$ cat src/hw/rtl/led_strip_chase_controller_unit_assert.svh
// ---------------------------------------------------------------------------
// led strip chase controller assertion macros
// shared property forms for the checks at the end of the top level
// ---------------------------------------------------------------------------
`ifndef LED_STRIP_CHASE_CONTROLLER_UNIT_ASSERT_SVH
`define LED_STRIP_CHASE_CONTROLLER_UNIT_ASSERT_SVH

// same-cycle implication, skipped while in reset
`define LCC_ASSERT_IMPL(label, clk, rstn, ante, cons, msg) \
    label: assert property (@(posedge clk) disable iff (!(rstn)) (ante) |-> (cons)) \
        else $error(msg);

// next-cycle implication, skipped while in reset
`define LCC_ASSERT_NEXT(label, clk, rstn, ante, cons, msg) \
    label: assert property (@(posedge clk) disable iff (!(rstn)) (ante) |=> (cons)) \
        else $error(msg);

`endif

$ cat src/hw/rtl/lcc_pkg.sv
// ---------------------------------------------------------------------------
// lcc_pkg
// types and constants shared by the led strip chase controller modules
// ---------------------------------------------------------------------------
package lcc_pkg;

    localparam int POS_W      = 6;
    localparam int COLOR_W    = 8;
    localparam int PERIOD_W   = 10;
    localparam int SECONDS_W  = 16;
    localparam int MS_W       = 26;
    localparam int CFG_IDX_W  = 2;
    localparam int CFG_DATA_W = 16;
    localparam int S_DATA_W   = 40;
    localparam int S_USER_W   = 2;
    localparam int M_DATA_W   = 32;
    localparam int QUEUE_DEPTH = 2;

    localparam logic [MS_W-1:0]     MS_PER_S        = MS_W'(1000);
    localparam logic [MS_W-1:0]     ELAPSED_MAX     = {MS_W{1'b1}};
    localparam logic [PERIOD_W-1:0] TICK_PERIOD_RST = PERIOD_W'(120);
    localparam logic [SECONDS_W-1:0] DEFAULT_DUR_RST = SECONDS_W'(5);

    typedef enum logic [S_USER_W-1:0] {
        CMD_SET_COLOR   = 2'd0,
        CMD_CHASE_START = 2'd1,
        CMD_STOP        = 2'd2,
        CMD_TICK        = 2'd3
    } cmd_t;

    localparam logic [CFG_IDX_W-1:0] REG_TICK_PERIOD      = CFG_IDX_W'(0);
    localparam logic [CFG_IDX_W-1:0] REG_DEFAULT_DURATION = CFG_IDX_W'(1);

    typedef struct packed {
        logic [COLOR_W-1:0] red;
        logic [COLOR_W-1:0] green;
        logic [COLOR_W-1:0] blue;
    } rgb_t;

    // one frame to be drawn by the back end
    typedef struct packed {
        rgb_t             color;
        logic             windowed;
        logic [POS_W-1:0] position;
    } frame_desc_t;

    typedef struct packed {
        logic full;
        logic empty;
    } queue_status_t;

endpackage

$ cat src/hw/rtl/led_strip_chase_controller_unit.sv
// ---------------------------------------------------------------------------
// led_strip_chase_controller_unit
// frame generator for an led strip: steady color, off and timed chase
// ---------------------------------------------------------------------------
// usage:
//   s_ carries commands (tuser: set color, chase start, stop, tick) with the
//   color and chase duration in tdata. every command but tick gives one frame;
//   a tick gives a frame only while a chase runs.
//   m_ carries one pixel per word, index order, tlast on the last pixel.
//   cfg_ writes the tick period (index 0) and default duration (index 1);
//   cfg_ready is always high.
// order: a command is written into the frame queue; the back end walks the
//   queue head into the output register. throughput: one pixel per cycle
//   while m_tready is high and a frame is queued, set by the single pixel
//   walker in the back end. a command is taken whenever the two-entry frame queue has room.
// reset: synchronous on aresetn low; mode off, no chase, registers at their
//   defaults, no frames pending.
// stall: when m_tready is low the pixel holds, the queue fills, and then
//   s_tready drops until the back end drains a frame.
// ---------------------------------------------------------------------------
`include "led_strip_chase_controller_unit_assert.svh"

module led_strip_chase_controller_unit import lcc_pkg::*; #(
    parameter int PIXEL_COUNT  = 22,
    parameter int CHUNK_LENGTH = 6
) (
    input  logic                  aclk,
    input  logic                  aresetn,
    input  logic                  s_tvalid,
    output logic                  s_tready,
    input  logic [S_USER_W-1:0]   s_tuser,   // cmd
    input  logic [S_DATA_W-1:0]   s_tdata,   // red, green, blue, chase seconds
    output logic                  m_tvalid,
    input  logic                  m_tready,
    output logic [M_DATA_W-1:0]   m_tdata,   // pixel_index, pixel_red, pixel_green,
                                             // pixel_blue, zero pad
    output logic                  m_tlast,
    input  logic                  cfg_valid,
    output logic                  cfg_ready,
    input  logic [CFG_IDX_W-1:0]  cfg_index,
    input  logic [CFG_DATA_W-1:0] cfg_data
);

    queue_status_t q_status;
    logic          q_push, q_pop;
    frame_desc_t   push_desc, head_desc;
    logic          mid_frame_taken;
    logic          at_last_pos;

    lcc_front #(
        .PIXEL_COUNT(PIXEL_COUNT)
    ) u_front (
        .aclk      (aclk),
        .aresetn   (aresetn),
        .s_tvalid  (s_tvalid),
        .s_tready  (s_tready),
        .s_tuser   (s_tuser),
        .s_tdata   (s_tdata),
        .cfg_valid (cfg_valid),
        .cfg_ready (cfg_ready),
        .cfg_index (cfg_index),
        .cfg_data  (cfg_data),
        .q_status  (q_status),
        .q_push    (q_push),
        .q_desc    (push_desc)
    );

    lcc_queue u_queue (
        .aclk      (aclk),
        .aresetn   (aresetn),
        .push      (q_push),
        .push_desc (push_desc),
        .pop       (q_pop),
        .head_desc (head_desc),
        .status    (q_status)
    );

    lcc_back #(
        .PIXEL_COUNT  (PIXEL_COUNT),
        .CHUNK_LENGTH (CHUNK_LENGTH)
    ) u_back (
        .aclk     (aclk),
        .aresetn  (aresetn),
        .q_status (q_status),
        .q_desc   (head_desc),
        .q_pop    (q_pop),
        .m_tvalid (m_tvalid),
        .m_tready (m_tready),
        .m_tdata  (m_tdata),
        .m_tlast  (m_tlast)
    );

    assign mid_frame_taken = m_tvalid && m_tready && !m_tlast;
    assign at_last_pos     = (m_tdata[POS_W-1:0] == POS_W'(PIXEL_COUNT - 1));

    // a frame, once started, comes out without gaps
    `LCC_ASSERT_NEXT(a_frame_no_gap, aclk, aresetn, mid_frame_taken, m_tvalid, "gap inside a frame")
    // tlast marks exactly the last strip position
    `LCC_ASSERT_IMPL(a_last_index, aclk, aresetn, m_tvalid, m_tlast == at_last_pos, "bad tlast")
    // the queue is never pushed while full
    `LCC_ASSERT_IMPL(a_no_overflow, aclk, aresetn, q_status.full, !q_push, "frame queue overflow")

endmodule

$ cat src/hw/rtl/lcc_front.sv
// ---------------------------------------------------------------------------
// lcc_front
// takes commands and config writes, keeps the mode and chase timing state
// and queues one frame descriptor per frame to be drawn
// ---------------------------------------------------------------------------
module lcc_front import lcc_pkg::*; #(
    parameter int PIXEL_COUNT = 22
) (
    input  logic                  aclk,
    input  logic                  aresetn,
    input  logic                  s_tvalid,
    output logic                  s_tready,
    input  logic [S_USER_W-1:0]   s_tuser,
    input  logic [S_DATA_W-1:0]   s_tdata,
    input  logic                  cfg_valid,
    output logic                  cfg_ready,
    input  logic [CFG_IDX_W-1:0]  cfg_index,
    input  logic [CFG_DATA_W-1:0] cfg_data,
    input  queue_status_t         q_status,
    output logic                  q_push,
    output frame_desc_t           q_desc
);

    localparam logic [POS_W-1:0] LAST_POS = POS_W'(PIXEL_COUNT - 1);

    logic [PERIOD_W-1:0]  tick_period_reg;
    logic [SECONDS_W-1:0] default_dur_reg;
    logic                 steady_mode_reg,  steady_mode_next;
    logic                 running_reg,      running_next;
    rgb_t                 steady_color_reg, steady_color_next;
    rgb_t                 chase_color_reg,  chase_color_next;
    logic [MS_W-1:0]      total_reg,        total_next;
    logic [MS_W-1:0]      elapsed_reg,      elapsed_next;
    logic [POS_W-1:0]     pos_reg,          pos_next;

    cmd_t                 cmd;
    rgb_t                 in_color;
    logic [SECONDS_W-1:0] in_dur;
    logic [SECONDS_W-1:0] dur_sel;
    logic [MS_W:0]        elapsed_sum;
    logic [MS_W-1:0]      elapsed_sat;
    logic [POS_W-1:0]     pos_inc;
    logic                 accept;

    assign s_tready = !q_status.full;
    assign cfg_ready = 1'b1;
    assign accept = s_tvalid && s_tready;

    assign cmd = cmd_t'(s_tuser);
    assign in_color.red   = s_tdata[7:0];
    assign in_color.green = s_tdata[15:8];
    assign in_color.blue  = s_tdata[23:16];
    assign in_dur = s_tdata[39:24];

    assign dur_sel = (in_dur == '0) ? default_dur_reg : in_dur;
    assign elapsed_sum = {1'b0, elapsed_reg} + (MS_W + 1)'(tick_period_reg);
    assign elapsed_sat = elapsed_sum[MS_W] ? ELAPSED_MAX : elapsed_sum[MS_W-1:0];
    assign pos_inc = (pos_reg == LAST_POS) ? '0 : pos_reg + POS_W'(1);

    always_comb begin
        steady_mode_next  = steady_mode_reg;
        running_next      = running_reg;
        steady_color_next = steady_color_reg;
        chase_color_next  = chase_color_reg;
        total_next        = total_reg;
        elapsed_next      = elapsed_reg;
        pos_next          = pos_reg;
        q_push            = 1'b0;
        q_desc            = '0;
        if (accept) begin
            unique case (cmd)
                CMD_SET_COLOR: begin
                    running_next      = 1'b0;
                    steady_mode_next  = 1'b1;
                    steady_color_next = in_color;
                    q_push            = 1'b1;
                    q_desc.color      = in_color;
                end
                CMD_STOP: begin
                    running_next = 1'b0;
                    steady_mode_next = 1'b0;
                    q_push = 1'b1;
                end
                CMD_CHASE_START: begin
                    chase_color_next = in_color;
                    total_next       = MS_W'(dur_sel) * MS_PER_S;
                    elapsed_next     = '0;
                    pos_next         = '0;
                    running_next     = 1'b1;
                    q_push           = 1'b1;
                    q_desc.color     = in_color;
                    q_desc.windowed  = 1'b1;
                end
                CMD_TICK: begin
                    if (running_reg) begin
                        pos_next     = pos_inc;
                        elapsed_next = elapsed_sat;
                        q_push       = 1'b1;
                        if (elapsed_sat >= total_reg) begin
                            // chase over: fall back to the steady color or black
                            running_next = 1'b0;
                            q_desc.color = steady_mode_reg ? steady_color_reg : '0;
                        end else begin
                            q_desc.color    = chase_color_reg;
                            q_desc.windowed = 1'b1;
                            q_desc.position = pos_inc;
                        end
                    end
                end
                default: begin
                end
            endcase
        end
    end

    always_ff @(posedge aclk) begin
        if (!aresetn) begin
            tick_period_reg  <= TICK_PERIOD_RST;
            default_dur_reg  <= DEFAULT_DUR_RST;
            steady_mode_reg  <= 1'b0;
            running_reg      <= 1'b0;
            steady_color_reg <= '0;
            chase_color_reg  <= '0;
            total_reg        <= '0;
            elapsed_reg      <= '0;
            pos_reg          <= '0;
        end else begin
            if (cfg_valid && cfg_ready) begin
                if (cfg_index == REG_TICK_PERIOD) begin
                    tick_period_reg <= cfg_data[PERIOD_W-1:0];
                end else if (cfg_index == REG_DEFAULT_DURATION) begin
                    default_dur_reg <= cfg_data;
                end
            end
            steady_mode_reg  <= steady_mode_next;
            running_reg      <= running_next;
            steady_color_reg <= steady_color_next;
            chase_color_reg  <= chase_color_next;
            total_reg        <= total_next;
            elapsed_reg      <= elapsed_next;
            pos_reg          <= pos_next;
        end
    end

endmodule

$ cat src/hw/rtl/lcc_queue.sv
// ---------------------------------------------------------------------------
// lcc_queue
// short show-ahead queue of frame descriptors between front and back end
// ---------------------------------------------------------------------------
module lcc_queue import lcc_pkg::*; (
    input  logic          aclk,
    input  logic          aresetn,
    input  logic          push,
    input  frame_desc_t   push_desc,
    input  logic          pop,
    output frame_desc_t   head_desc,
    output queue_status_t status
);

    localparam int PTR_W = (QUEUE_DEPTH > 1) ? $clog2(QUEUE_DEPTH) : 1;
    localparam int CNT_W = $clog2(QUEUE_DEPTH + 1);
    localparam logic [PTR_W-1:0] LAST_PTR = PTR_W'(QUEUE_DEPTH - 1);
    localparam logic [CNT_W-1:0] FULL_CNT = CNT_W'(QUEUE_DEPTH);

    frame_desc_t      entry_reg [QUEUE_DEPTH];
    logic [PTR_W-1:0] wr_ptr_reg, rd_ptr_reg;
    logic [CNT_W-1:0] count_reg;
    logic             do_push, do_pop;

    assign status.full  = (count_reg == FULL_CNT);
    assign status.empty = (count_reg == '0);
    assign do_push = push && !status.full;
    assign do_pop  = pop && !status.empty;
    assign head_desc = entry_reg[rd_ptr_reg];

    always_ff @(posedge aclk) begin
        if (do_push) begin
            entry_reg[wr_ptr_reg] <= push_desc;
        end
    end

    always_ff @(posedge aclk) begin
        if (!aresetn) begin
            wr_ptr_reg <= '0;
            rd_ptr_reg <= '0;
            count_reg  <= '0;
        end else begin
            if (do_push) begin
                wr_ptr_reg <= (wr_ptr_reg == LAST_PTR) ? '0 : wr_ptr_reg + PTR_W'(1);
            end
            if (do_pop) begin
                rd_ptr_reg <= (rd_ptr_reg == LAST_PTR) ? '0 : rd_ptr_reg + PTR_W'(1);
            end
            if (do_push && !do_pop) begin
                count_reg <= count_reg + CNT_W'(1);
            end else if (do_pop && !do_push) begin
                count_reg <= count_reg - CNT_W'(1);
            end
        end
    end

endmodule

$ cat src/hw/rtl/lcc_back.sv
// ---------------------------------------------------------------------------
// lcc_back
// walks the head descriptor pixel by pixel into the output register
// ---------------------------------------------------------------------------
module lcc_back import lcc_pkg::*; #(
    parameter int PIXEL_COUNT  = 22,
    parameter int CHUNK_LENGTH = 6
) (
    input  logic                aclk,
    input  logic                aresetn,
    input  queue_status_t       q_status,
    input  frame_desc_t         q_desc,
    output logic                q_pop,
    output logic                m_tvalid,
    input  logic                m_tready,
    output logic [M_DATA_W-1:0] m_tdata,
    output logic                m_tlast
);

    localparam int D_W = POS_W + 1;
    localparam logic [POS_W-1:0] LAST_POS = POS_W'(PIXEL_COUNT - 1);

    logic [POS_W-1:0] cnt_reg, cnt_next;
    logic             valid_reg, valid_next;
    logic [POS_W-1:0] index_reg;
    rgb_t             color_reg;
    logic             last_reg;

    logic             load;
    logic [D_W-1:0]   win_off;
    logic             lit;
    rgb_t             pix_color;

    assign load  = !q_status.empty && (!valid_reg || m_tready);
    assign q_pop = load && (cnt_reg == LAST_POS);

    // distance from the window start, wrapped around the strip
    always_comb begin
        win_off = {1'b0, cnt_reg} - {1'b0, q_desc.position};
        if (cnt_reg < q_desc.position) begin
            win_off = win_off + D_W'(PIXEL_COUNT);
        end
    end

    assign lit = (win_off < D_W'(CHUNK_LENGTH));
    assign pix_color = (!q_desc.windowed || lit) ? q_desc.color : '0;

    always_comb begin
        cnt_next   = cnt_reg;
        valid_next = valid_reg;
        if (load) begin
            valid_next = 1'b1;
            cnt_next   = q_pop ? '0 : cnt_reg + POS_W'(1);
        end else if (m_tready) begin
            valid_next = 1'b0;
        end
    end

    always_ff @(posedge aclk) begin
        if (!aresetn) begin
            cnt_reg   <= '0;
            valid_reg <= 1'b0;
        end else begin
            cnt_reg   <= cnt_next;
            valid_reg <= valid_next;
        end
    end

    always_ff @(posedge aclk) begin
        if (load) begin
            index_reg <= cnt_reg;
            color_reg <= pix_color;
            last_reg  <= (cnt_reg == LAST_POS);
        end
    end

    assign m_tvalid = valid_reg;
    assign m_tlast  = last_reg;
    assign m_tdata  = {(M_DATA_W - POS_W - 3 * COLOR_W)'(0),
                       color_reg.blue, color_reg.green, color_reg.red, index_reg};

endmodule

$ cat config.mk
export PLATFORM = sky130hd
export DESIGN_NAME = led_strip_chase_controller_unit
export DESIGN_NICKNAME = d
export VERILOG_FILES = /design/src/hw/rtl/lcc_pkg.sv /design/src/hw/rtl/led_strip_chase_controller_unit.sv /design/src/hw/rtl/lcc_front.sv /design/src/hw/rtl/lcc_queue.sv /design/src/hw/rtl/lcc_back.sv
export VERILOG_INCLUDE_DIRS = /design/src /design/src/hw/rtl
export SDC_FILE = /design/constraint.sdc
export NUM_CORES = 1
export LEC_CHECK = 0
export ABC_AREA = 1
export BUFFER_PORTS_ARGS = -buffer_cell sky130_fd_sc_hd__buf_4
export CORE_UTILIZATION = 40
export CTS_CLUSTER_DIAMETER = 200
export DETAILED_ROUTE_END_ITERATION = 6
export PLACE_DENSITY = 0.54
export SKIP_LAST_GASP = 1
export SYNTH_ARGS = -nofsm -noshare
export SYNTH_HDL_FRONTEND = slang
export SYNTH_SLANG_ARGS = --single-unit
$ cat constraint.sdc
create_clock -name aclk -period 6.2 [get_ports aclk]
set_clock_uncertainty 0.2 [all_clocks]
set_input_delay 0 -clock aclk [delete_from_list [all_inputs] [get_ports aclk]]
set_output_delay 0 -clock aclk [all_outputs]
set_load 0.05 [all_outputs]
After elaboration in Yosys (flattened, before gate mapping)
Memory sizes are Yosys's and may differ from the RTL's. A register that Yosys moved wholly into a read port is not among the register bits.
Index checks and enable logic that the tools add are counted.
W data, S select, Z words.
{ "op_classes": {"addsub": 9, "n_mul": 1, "magnitude_cmp": 3, "eq_ne": 8, "n_mux": 34, "n_bitwise": 1, "reduce_logical": 32} }
{ "ops": {"columns": ["cell", "n"], "rows": [
  ["$mux W31", 2],
  ["$mux W26", 2],
  ["$pmux W26 S2", 1],
  ["$mux W24", 2],
  ["$pmux W24 S2", 1],
  ["$add A26 B10 Y27", 1],
  ["$ge A26 B26 Y1", 1],
  ["$mux W6", 4],
  ["$mul A16 B7 Y23 const B", 1],
  ["$logic_not A16 Y1", 1],
  ["$mux W16", 1],
  ["$mux W7", 2],
  ["$add A6 B1 Y6 const B", 2],
  ["$eq A6 B5 Y1 const B", 2],
  ["$mux W1", 12],
  ["$pmux W6 S2", 1],
  ["$reduce_and A2 Y1", 4],
  ["$reduce_bool A2 Y1", 4],
  ["$add A7 B5 Y7 const B", 1],
  ["$logic_and A1 B1 Y1", 7],
  ["$lt A7 B3 Y1 const B", 1],
  ["$sub A6 B6 Y7", 1],
  ["$eq A2 B2 Y1 const B", 3],
  ["$logic_not A1 Y1", 6],
  ["other kinds (15)", 25]
]} }
{ "totals": {"regBits": 173, "ramBits": 62, "word_cells": 112, "n_memories": 1} }
{ "mem_list": {"columns": ["memory", "words", "word_bits", "rd", "rd_ports_with_merged_regs", "write_ports", "line_no", "text"], "rows": [
  ["u_queue.entry_reg", 2, 31, 1, 1, 1, "lcc_queue.sv:20", "frame_desc_t entry_reg [QUEUE_DEPTH];"]
]} }

Longest topological paths before layout
Gate-level depths: netlist (run 1).
{ "depth": {"depth_word": 9, "mapped_depth": 30, "ltp_nobuf": 29} }

By module
Synthesis (run 1) repeated with hierarchy kept, for this count alone.
{ "hier_totals": {"hier_cells": 1959, "hier_area_um2": 15369.7} }
{ "modules_own_cells": {"columns": ["mod", "instances", "cells_each", "area_per_inst_um2", "seq_area_each_um2"], "rows": [
  ["lcc_front", 1, 1604, 10714.0, 2622.5],
  ["lcc_queue", 1, 134, 2497.4, 1961.9],
  ["lcc_back", 1, 221, 2158.3, 1071.0]
]} }

Least setup slack after synthesis (run 1)
Ideal clock, no wire load.
{ "synth_timing": {"path_kind": "in2reg", "startpoint": "input port s_tdata[35]", "endpoint": "register u_front.total_reg[16]", "setup_time_ns": 0.115, "arrival_time_ns": 4.290, "required_time_ns": 5.885, "slack_ns": 1.594, "cell_stages": 23, "path_cell_list": "nor3_1 > nor3b_1 > nand2_1 > inv_1 > buf_4 > nand2_1 > nand2_1 > xnor2_1 > inv_1 > ha_1 > fa_1 > inv_1 > fa_1 > fa_1 > inv_1 > ha_1 > a21oi_1 > nand2_1 > a21boi_0 > o21ai_0 > xor2_1 > o21ai_0 > inv_1"} }
{ "synth_between": {"elab_chain_len": 3} }
{ "synth_rtl": {"columns": ["element", "line_no", "text"], "rows": [
  ["start, declared", "led_strip_chase_controller_unit.sv:32", "input logic [S_DATA_W-1:0] s_tdata,"],
  ["$logic_not A16 Y1", "lcc_front.sv:55", "assign dur_sel = (in_dur == '0) ? default_dur_reg : in_dur;"],
  ["$mux W16 *", "lcc_front.sv:55", null],
  ["$mul A16 B7 Y23 *", "lcc_front.sv:86", "total_next = MS_W'(dur_sel) * MS_PER_S;"],
  ["end signal, assigned", "lcc_front.sv:139", "total_reg <= total_next;"],
  ["end, declared", "lcc_front.sv:32", "logic [MS_W-1:0] total_reg, total_next;"]
]} }
Mark *: on every way between the ends. The rest lies on a longest branch, timed or not.
A chain may end at the register's enable or synchronous reset.

Final worst setup path (run 1)
{ "layout_timing": {"startpoint": "input port s_tdata[25]", "endpoint": "register u_front.total_reg[18]"} }
The elaborated chain is that of the path after synthesis.

==> results of run 1 <==
## stage by stage
step	total power, W	util	area (um2)	hold slack [ns]	setup slack [ns]
finish	0.00524	0.483	17200	0.0723	1.06
global route	0.00565	0.483	17200	0.0757	0.559
CTS	0.00530	0.483	17200	0.0432	1.07
detailed placement	0.00370	0.438	15600	0.0301	0.947
global placement	0.00370	0.438	15600	0.0226	0.947
floorplan	0.00321	-	14500	-0.0868	1.59
## worst paths after layout
kind                                                    from                            to  slack [ns]  cells after the start
worst max-delay path                             s_tdata[25]         u_front.total_reg[18]        1.06                     28
worst min-delay path                             cfg_data[6]    u_front.default_dur_reg[6]        0.07                      4
worst max register to register    u_front.tick_period_reg[0]      u_queue.entry_reg[1][13]        1.16                     17
worst min register to register  u_front.steady_color_reg[22]  u_front.steady_color_reg[22]        0.27                      2
## cell type report
type,count,area (um2),share of cell area
Timing Repair Buffer,182,1550,0.0902
Tap cell,461,577,0.0336
Clock inverter,13,121,0.00707
Sequential cell,236,5660,0.329
Clock buffer,36,729,0.0425
Inverter,281,1060,0.0616
Multi-Input combinational cell,1224,7480,0.436
## per-layer routing
layer  global-route usage  part of all wire
met5                    0                 0
met4               0.0436             0.019
met3               0.0225             0.040
met2                0.327              0.46
met1                0.290              0.48
## cell families after synthesis
kind of cell               count (synthesis)  share of synthesized area
xor gates and xnor gates                  27                     0.0163
muxes                                     29                     0.0201
buffers and inverters                    342                     0.0932
adders and majority gates                141                      0.147
DFF                                      236                      0.391
and+or+nand+nor                          701                      0.207
other                                      2                   0.000519
AOI/OAI and AO/OA                        323                      0.125
## synthesized netlist by cell type (5+ instances only)
library cell,n,share of area
nand2_1,336,0.087
inv_1,271,0.070
nor2_1,216,0.056
a21oi_1,186,0.064
dfxtp_1,143,0.20
edfxtp_1,93,0.19
ha_1,92,0.080
nand3_1,74,0.026
o21ai_0,60,0.021
fa_1,49,0.068
a22oi_1,46,0.024
clkbuf_1,31,0.0080
mux2i_1,29,0.020
xor2_1,22,0.013
buf_2,15,0.0052
nand4_1,14,0.0061
nor3_1,13,0.0045
or2_2,11,0.0048
a21boi_0,9,0.0047
nand3b_1,7,0.0036
nor2_2,7,0.0030
a21o_1,6,0.0031
buf_1,6,0.0016
buf_4,6,0.0031
inv_2,6,0.0016
o21bai_1,5,0.0026
xnor2_1,5,0.0030
## power groups by stage
stage / logic, W / registers [W] / clock network, W
after global routing: 0.00221 / 0.00178 / 0.00165
after CTS: 0.00194 / 0.00177 / 0.00159
after global placement: 0.00189 / 0.00181 / 0
after detailed placement: 0.00189 / 0.00181 / 0
final: 0.00193 / 0.00177 / 0.00154
after floorplan: 0.00129 / 0.00192 / 0
## worst max-delay path: stages
cell	delay, ns
dlygate4sd3_1	0.53
buf_4	0.13
inv_1	0.06
nand4_1	0.09
nor2_1	0.11
nand2_1	0.07
inv_1	0.30
nand2_1	0.09
nand2_1	0.21
nand2_1	0.14
nand2_1	0.14
inv_1	0.06
ha_1	0.27
inv_1	0.05
fa_1	0.54
fa_1	0.45
fa_1	0.53
inv_1	0.05
ha_1	0.37
nand2_1	0.11
nor2_1	0.20
inv_1	0.05
o21ai_0	0.34
nand3_1	0.16
nand3_1	0.10
nand3_1	0.08
nand2_1	0.08
inv_1	0.03
==> metrics.md, run 1 <==
| Metric | Value |
|---|---|
| Port bufs | `97` |
| Die H | `192 um` |
| Pwr per Cell Area | `305 mW/mm2` |
| Main flop type after synthesis | `dfxtp_1` |
| P&R area growth vs syn | `18.7%` |
| Largest register FFs | `62` |
| Initial DRC Count | `693` |
| Async S/R FF share, synth | `0` |
| Peak VDD IR | `0.226 mV` |
| Die Wd | `192 um` |
| Clk Latency, worst-skew pair | `0.53 ns` |
| Die ar. | `about 0.037 mm2` |
| DR WL/cell | `15.2 um` |
| Layout Nets | `2,158` |
| Mean Syn Cell Area | `8.03 um2` |
| Net switching power | `between 0.0015 and 0.002 W` |
| Starting Density | `0.407` |
| Count of cell types in the netlist | `50` |
| First-pass GRT wire length | `a little under 60,000 um` |
| Gr usage total | `0.202` |
| Combinational power share | `0.368` |
| DRC viols | `0` |
| Internal Power | `roughly 0.0033 W` |
| Worst EP required | `6.43 ns` |
| Layout cells sized above 1 | `0.0994` |
| Unrepaired setup endpoints after global routing | `false` |
| Final hold vios | `0` |
| Sink Count | `~240` |
| Clock buffer depth | `3` |
| Status | `finished clean` |
| Post-CTS Hold Buffers | `73` |
| # rows | `a little under 70` |
| Crit path kind | `in -> reg` |
| Fin crit period | `5.14 ns` |
| Min-Delay Path Class | `in -> reg` |
| Diode count | `0` |
| CTS clk-pin slew, worst paths | `0.06 ns` |
| Critical Path Sink Type | `flop` |
| Setup TNS | `0 ns` |
| # fillers | `~3,500` |
| F_max | `195 MHz` |
| Root Driver | `clkbuf_16` |
| Ports | `101` |
| Register area share after synthesis | `0.391` |
| Max Cap Viol | `0` |
| Vias/cell | `between 4 and 5` |
| Vias in the first global route | `11,600` |
| Final ANT Viol Nets | `0` |
| CP Launch Type | `primary input` |
| Power share of the clock group | `0.294` |
| Core ar. | `0.0356 mm2` |
| Most frequent cells in the layout | `nand2_1 (335), inv_1 (271), nor2_1 (213)` |
| Gr ovfl total | `0` |
| FF+latch count, synth | `~240` |
| Post-Synthesis Cell Area | `0.0145 mm2` |
| Vias after detailed routing | `12,100` |
| Placed cells | `2,311` |
| Routability congestion estimate | `0.866` |
| Sw Share | `0.366` |
| Synth warn | `0` |
| Period utilization | `0.829` |
| Initial antenna violation count | `2` |
| DPL Wire Length | `about 27,000 um` |
| Max FO, Critical Path | `15` |
| CTS H-Tree Depth | `1` |
| Final setup violating endpoints | `0` |
| Commonest non-fill, non-tap cell in the layout | `nand2_1` |
| Worst EP arrival | `5.37 ns` |
| Setup bufs post-CTS | `0` |
| Syn Inst Count | `1,801` |
| Post-Layout Cell Count | `2,433` |
| Slew headroom | `0.375` |
| CTS tree | `built` |
| Seq pwr share | `0.338` |
| Pin count of the biggest net entering global routing | `59` |
| Post-synth EDFFs | `93` |
| Slew Viols, Final | `0` |
| Drt pass-1 iters | `5` |
| CTS buffer count | `27` |
| Post-CTS resize count | `0` |
| Routed WL | `36,900 um` |
| Pleak | `approximately 7.6 nW` |
| Worst-Margin Slew | `0.935 ns` |
Note: power is estimated with default switching activity, not from simulation.
==> run 2: changes to the inputs <==
- ABC_AREA: 1 -> 0
- clock period: 6.2 -> 5.3 ns (I/O delays scaled with it)
==> run 2 against run 1 <==
Net effect:
- non-clock buffer count rose by 53
- hold slack better by 0.0045 ns
- critical path depth down 5
- total power increased by 22%
- die area is 4.8% lower
- global-route usage down 1.7 points
- flip-flop and latch count unchanged
- worst setup slack got worse by 0.72 ns
- synthesized area decreased by 4.9%
- largest power group unchanged
==> metrics.md, run 2 <==
| Metric | Value |
|---|---|
| Status | `finished clean` |
| DPL Wire Length | `22,800 um (-14%)` |
| Vias/cell | `5.09 (+1.9%)` |
| Hold slack | `0.0768 ns (+0.00452 ns)` |
| Slowest CP cell | `fa_1` |
| Fin crit period | `4.96 ns` |
| Slew Viols, Final | `0 (unchanged)` |
| CTS H-Tree Depth | `1 (unchanged)` |
| Sink Count | `236 (unchanged)` |
| P&R area growth vs syn | `23.4%` |
| Clock buffer depth | `3 (unchanged)` |
| Async S/R FF share, synth | `0 (unchanged)` |
| Hold path depth | `4 (unchanged)` |
| Drt pass-1 iters | `5 (unchanged)` |
| Ports | `101 (unchanged)` |
| Area contributors post-synth | `dfxtp_1 (21%), edfxtp_1 (20%), ha_1 (8.4%), fa_1 (7.1%), nand2_1 (6.3%)` |
| Period utilization | `0.936` |
| Layout Nets | `1,844 (-15%)` |
| Diode count | `0 (unchanged)` |
| Most instantiated library cell after synthesis | `nand2_1` |
| Largest register FFs | `62 (unchanged)` |
| Peak VDD IR | `0.386 mV (+71%)` |
| Die H | `188 um (-2.4%)` |
| Root Driver | `clkbuf_16` |
| Post-synth EDFFs | `93 (unchanged)` |
| # rows | `67 (-2.9%)` |
| Critical Path Sink Type | `flop` |
| Starting Density | `0.408 (+0.00170)` |
| Port bufs | `97 (unchanged)` |
| Final ANT Viol Nets | `0 (unchanged)` |
| DR WL/cell | `15.5 um (+1.8%)` |
| Most frequent cells in the layout | `nand2_1 (231), buf_4 (148), dfxtp_1 (142)` |
| Pin count of the biggest net entering global routing | `75 (+27%)` |
| Post-synth top area cell | `dfxtp_1` |
| Layout cells sized above 1 | `0.130 (+0.0304)` |
| FF+latch count, synth | `236 (unchanged)` |
| Final setup violating endpoints | `0 (unchanged)` |
| Main flop type after synthesis | `dfxtp_1` |
| Core ar. | `0.0337 mm2 (-5.3%)` |
| # fillers | `3,193 (-7.6%)` |
| DRC viols | `0 (unchanged)` |
| Gr ovfl total | `0 (unchanged)` |
| First-pass GRT wire length | `53,700 um (-9.9%)` |
| Yosys top cell area share | `0.208 (+0.0101)` |
| CTS buffer count | `27 (unchanged)` |
| Syn Inst Count | `1,438 (-20%)` |
| Gr usage total | `0.186 (-0.0167)` |
| Min-Delay Path Class | `in -> reg` |
| CTS clk-pin slew, worst paths | `0.06 ns (about the same)` |
| Max FO, Critical Path | `23 (+8)` |
| Slew headroom | `0.294 (-0.0817)` |
| F_max | `202 MHz` |
| Initial antenna violation count | `0 (-2)` |
| Commonest non-fill, non-tap cell in the layout | `nand2_1` |
| Pwr per Cell Area | `378 mW/mm2 (+24%)` |
| Worst EP arrival | `5.04 ns (-0.33 ns)` |
| Mean Syn Cell Area | `9.57 um2 (+19%)` |
| Routed WL | `32,500 um (-12%)` |
| Count of cell types in the netlist | `67 (+34%)` |
| Worst-Margin Slew | `1.06 ns (+0.125 ns)` |
| Commonest cells post-synth | `nand2_1 (232), dfxtp_1 (143), inv_1 (111), edfxtp_1 (93), ha_1 (92)` |
| Slowest stage delay, CP | `0.40 ns (-0.14 ns)` |
| Register area share after synthesis | `0.411 (+0.0200)` |
| Worst EP required | `5.38 ns (-1.05 ns)` |
| Routability congestion estimate | `0.830 (-4.2%)` |
| Die Wd | `188 um (-2.4%)` |
| Reg2reg path depth | `23 (+6)` |
| Max Cap Viol | `0 (unchanged)` |
| CP Launch Type | `flop` |
| Final hold vios | `0 (unchanged)` |
| Critical path cell sequence | `ha_1 -> inv_1 -> fa_1 -> nor2b_1 -> o21ai_1 -> a21boi_1 -> o31a_1 -> o21ai_1 -> nor2_2 -> nand3_1 -> xor2_1 -> nand2_1 -> ha_1 -> nand4_1 -> nor2_1 -> nand3_1 -> nor4_1 -> nand4_1 -> o211ai_1 -> buf_6 -> nor2_1 -> buf_12 -> a221o_1` |
| Vias after detailed routing | `10,700 (-12%)` |
| Pleak | `7.02 nW (-7.7%)` |
| Clk Latency, worst-skew pair | `0.55 ns (+0.02 ns)` |
| Initial DRC Count | `512 (-26%)` |
| Die ar. | `0.0352 mm2 (-4.8%)` |
| Post-Synthesis Cell Area | `0.0138 mm2 (-4.9%)` |
| Tot Pwr | `0.00641 W (+22%)` |
| Crit path kind | `reg -> reg` |
| Vias in the first global route | `10,800 (-7.0%)` |
| Synth warn | `0 (unchanged)` |
| CTS tree | `built` |
## run 2: cell types whose count changed after synthesis, sizes merged, moves of 49 or more
cell    delta
nand3     -49
nand2    -108
a21boi    +72
nor2     -152
a21oi    -140
inv      -166
## run 2: through the flow
stage	instances	setup slack [ns]	utilization	cell area [um2]	TNS, ns
final	2105	0.341	0.504	17000	0
after global routing	2105	-0.00474	0.504	17000	-0.00474
after CTS	2103	0.104	0.502	16900	0
after detailed placement	1972	-0.106	0.452	15200	-0.106
after global placement	1972	-0.0627	0.452	15200	-0.0627
after floorplan	1439	0.141	-	13800	0
## run 2: path summary, 6_finish.rpt
| check | startpoint | slack (ns) | to |
|---|---|---|---|
| worst max register to register | u_front.tick_period_reg[0] | 0.34 | u_queue.entry_reg[0][12] |
| worst max-delay path | u_front.tick_period_reg[0] | 0.34 | u_queue.entry_reg[0][12] |
| worst min-delay path | s_tdata[5] | 0.08 | u_front.steady_color_reg[21] |
| worst min register to register | u_front.steady_color_reg[10] | 0.26 | u_front.steady_color_reg[10] |
## run 2: where the power goes
group / internal, W / switching [W] / total, W
clock network: 0.00107 / 0.000737 / 0.00181
logic: 0.00104 / 0.00144 / 0.00248
registers: 0.00206 / 0.0000621 / 0.00212
## run 2: worst max-delay path: cells and delay by family, from the launching register on
| family | cells | cell delay, ns |
|---|---|---|
| flops | 1 | 0.33 |
| fa+ha+maj | 3 | 0.88 |
| compound gates | 6 | 1.13 |
| buf+inv | 3 | 0.48 |
| xor+xnor | 1 | 0.19 |
| simple gates | 10 | 1.48 |
## run 2: repair_timing
item / in CTS / in global routing
resized for setup: 0 / 13
setup buffers: 0 / 1
endpoints found under the setup margin: 0 / 60
hold endpoints to repair: 163 / 0
hold buffers: 83 / 0
## run 2: area by class of cell
| cell class | instances | area [um2] | area share |
|---|---|---|---|
| clock buffers | 42 | 792 | 0.0466 |
| clock inverters | 6 | 66.3 | 0.00390 |
| inverters | 111 | 417 | 0.0245 |
| well taps | 448 | 561 | 0.0330 |
| multi-input cells | 1027 | 7490 | 0.441 |
| flip-flops and latches | 236 | 5660 | 0.333 |
| repair buffers | 235 | 2000 | 0.118 |
## run 2: metal layers
metal  wire length [um]  share of wire  GRT usage
met5                  0              0          0
met4                563          0.017     0.0375
met3               1040          0.032     0.0255
met2              16200           0.50      0.338
met1              14700           0.45      0.234
## run 2: kinds of logic (layout without fill, tap and decap cells)
| family | Yosys count | count (layout) | synth area share |
|---|---|---|---|
| AOI/OAI and AO/OA | 312 | 312 | 0.159 |
| xor gates and xnor gates | 60 | 60 | 0.0382 |
| adders and majority gates | 143 | 143 | 0.156 |
| buffers and inverters | 176 | 394 | 0.0508 |
| DFF | 236 | 236 | 0.411 |
| muxes | 32 | 32 | 0.0234 |
| other | 2 | 3 | 0.000546 |
| and+or+nand+nor | 477 | 477 | 0.160 |
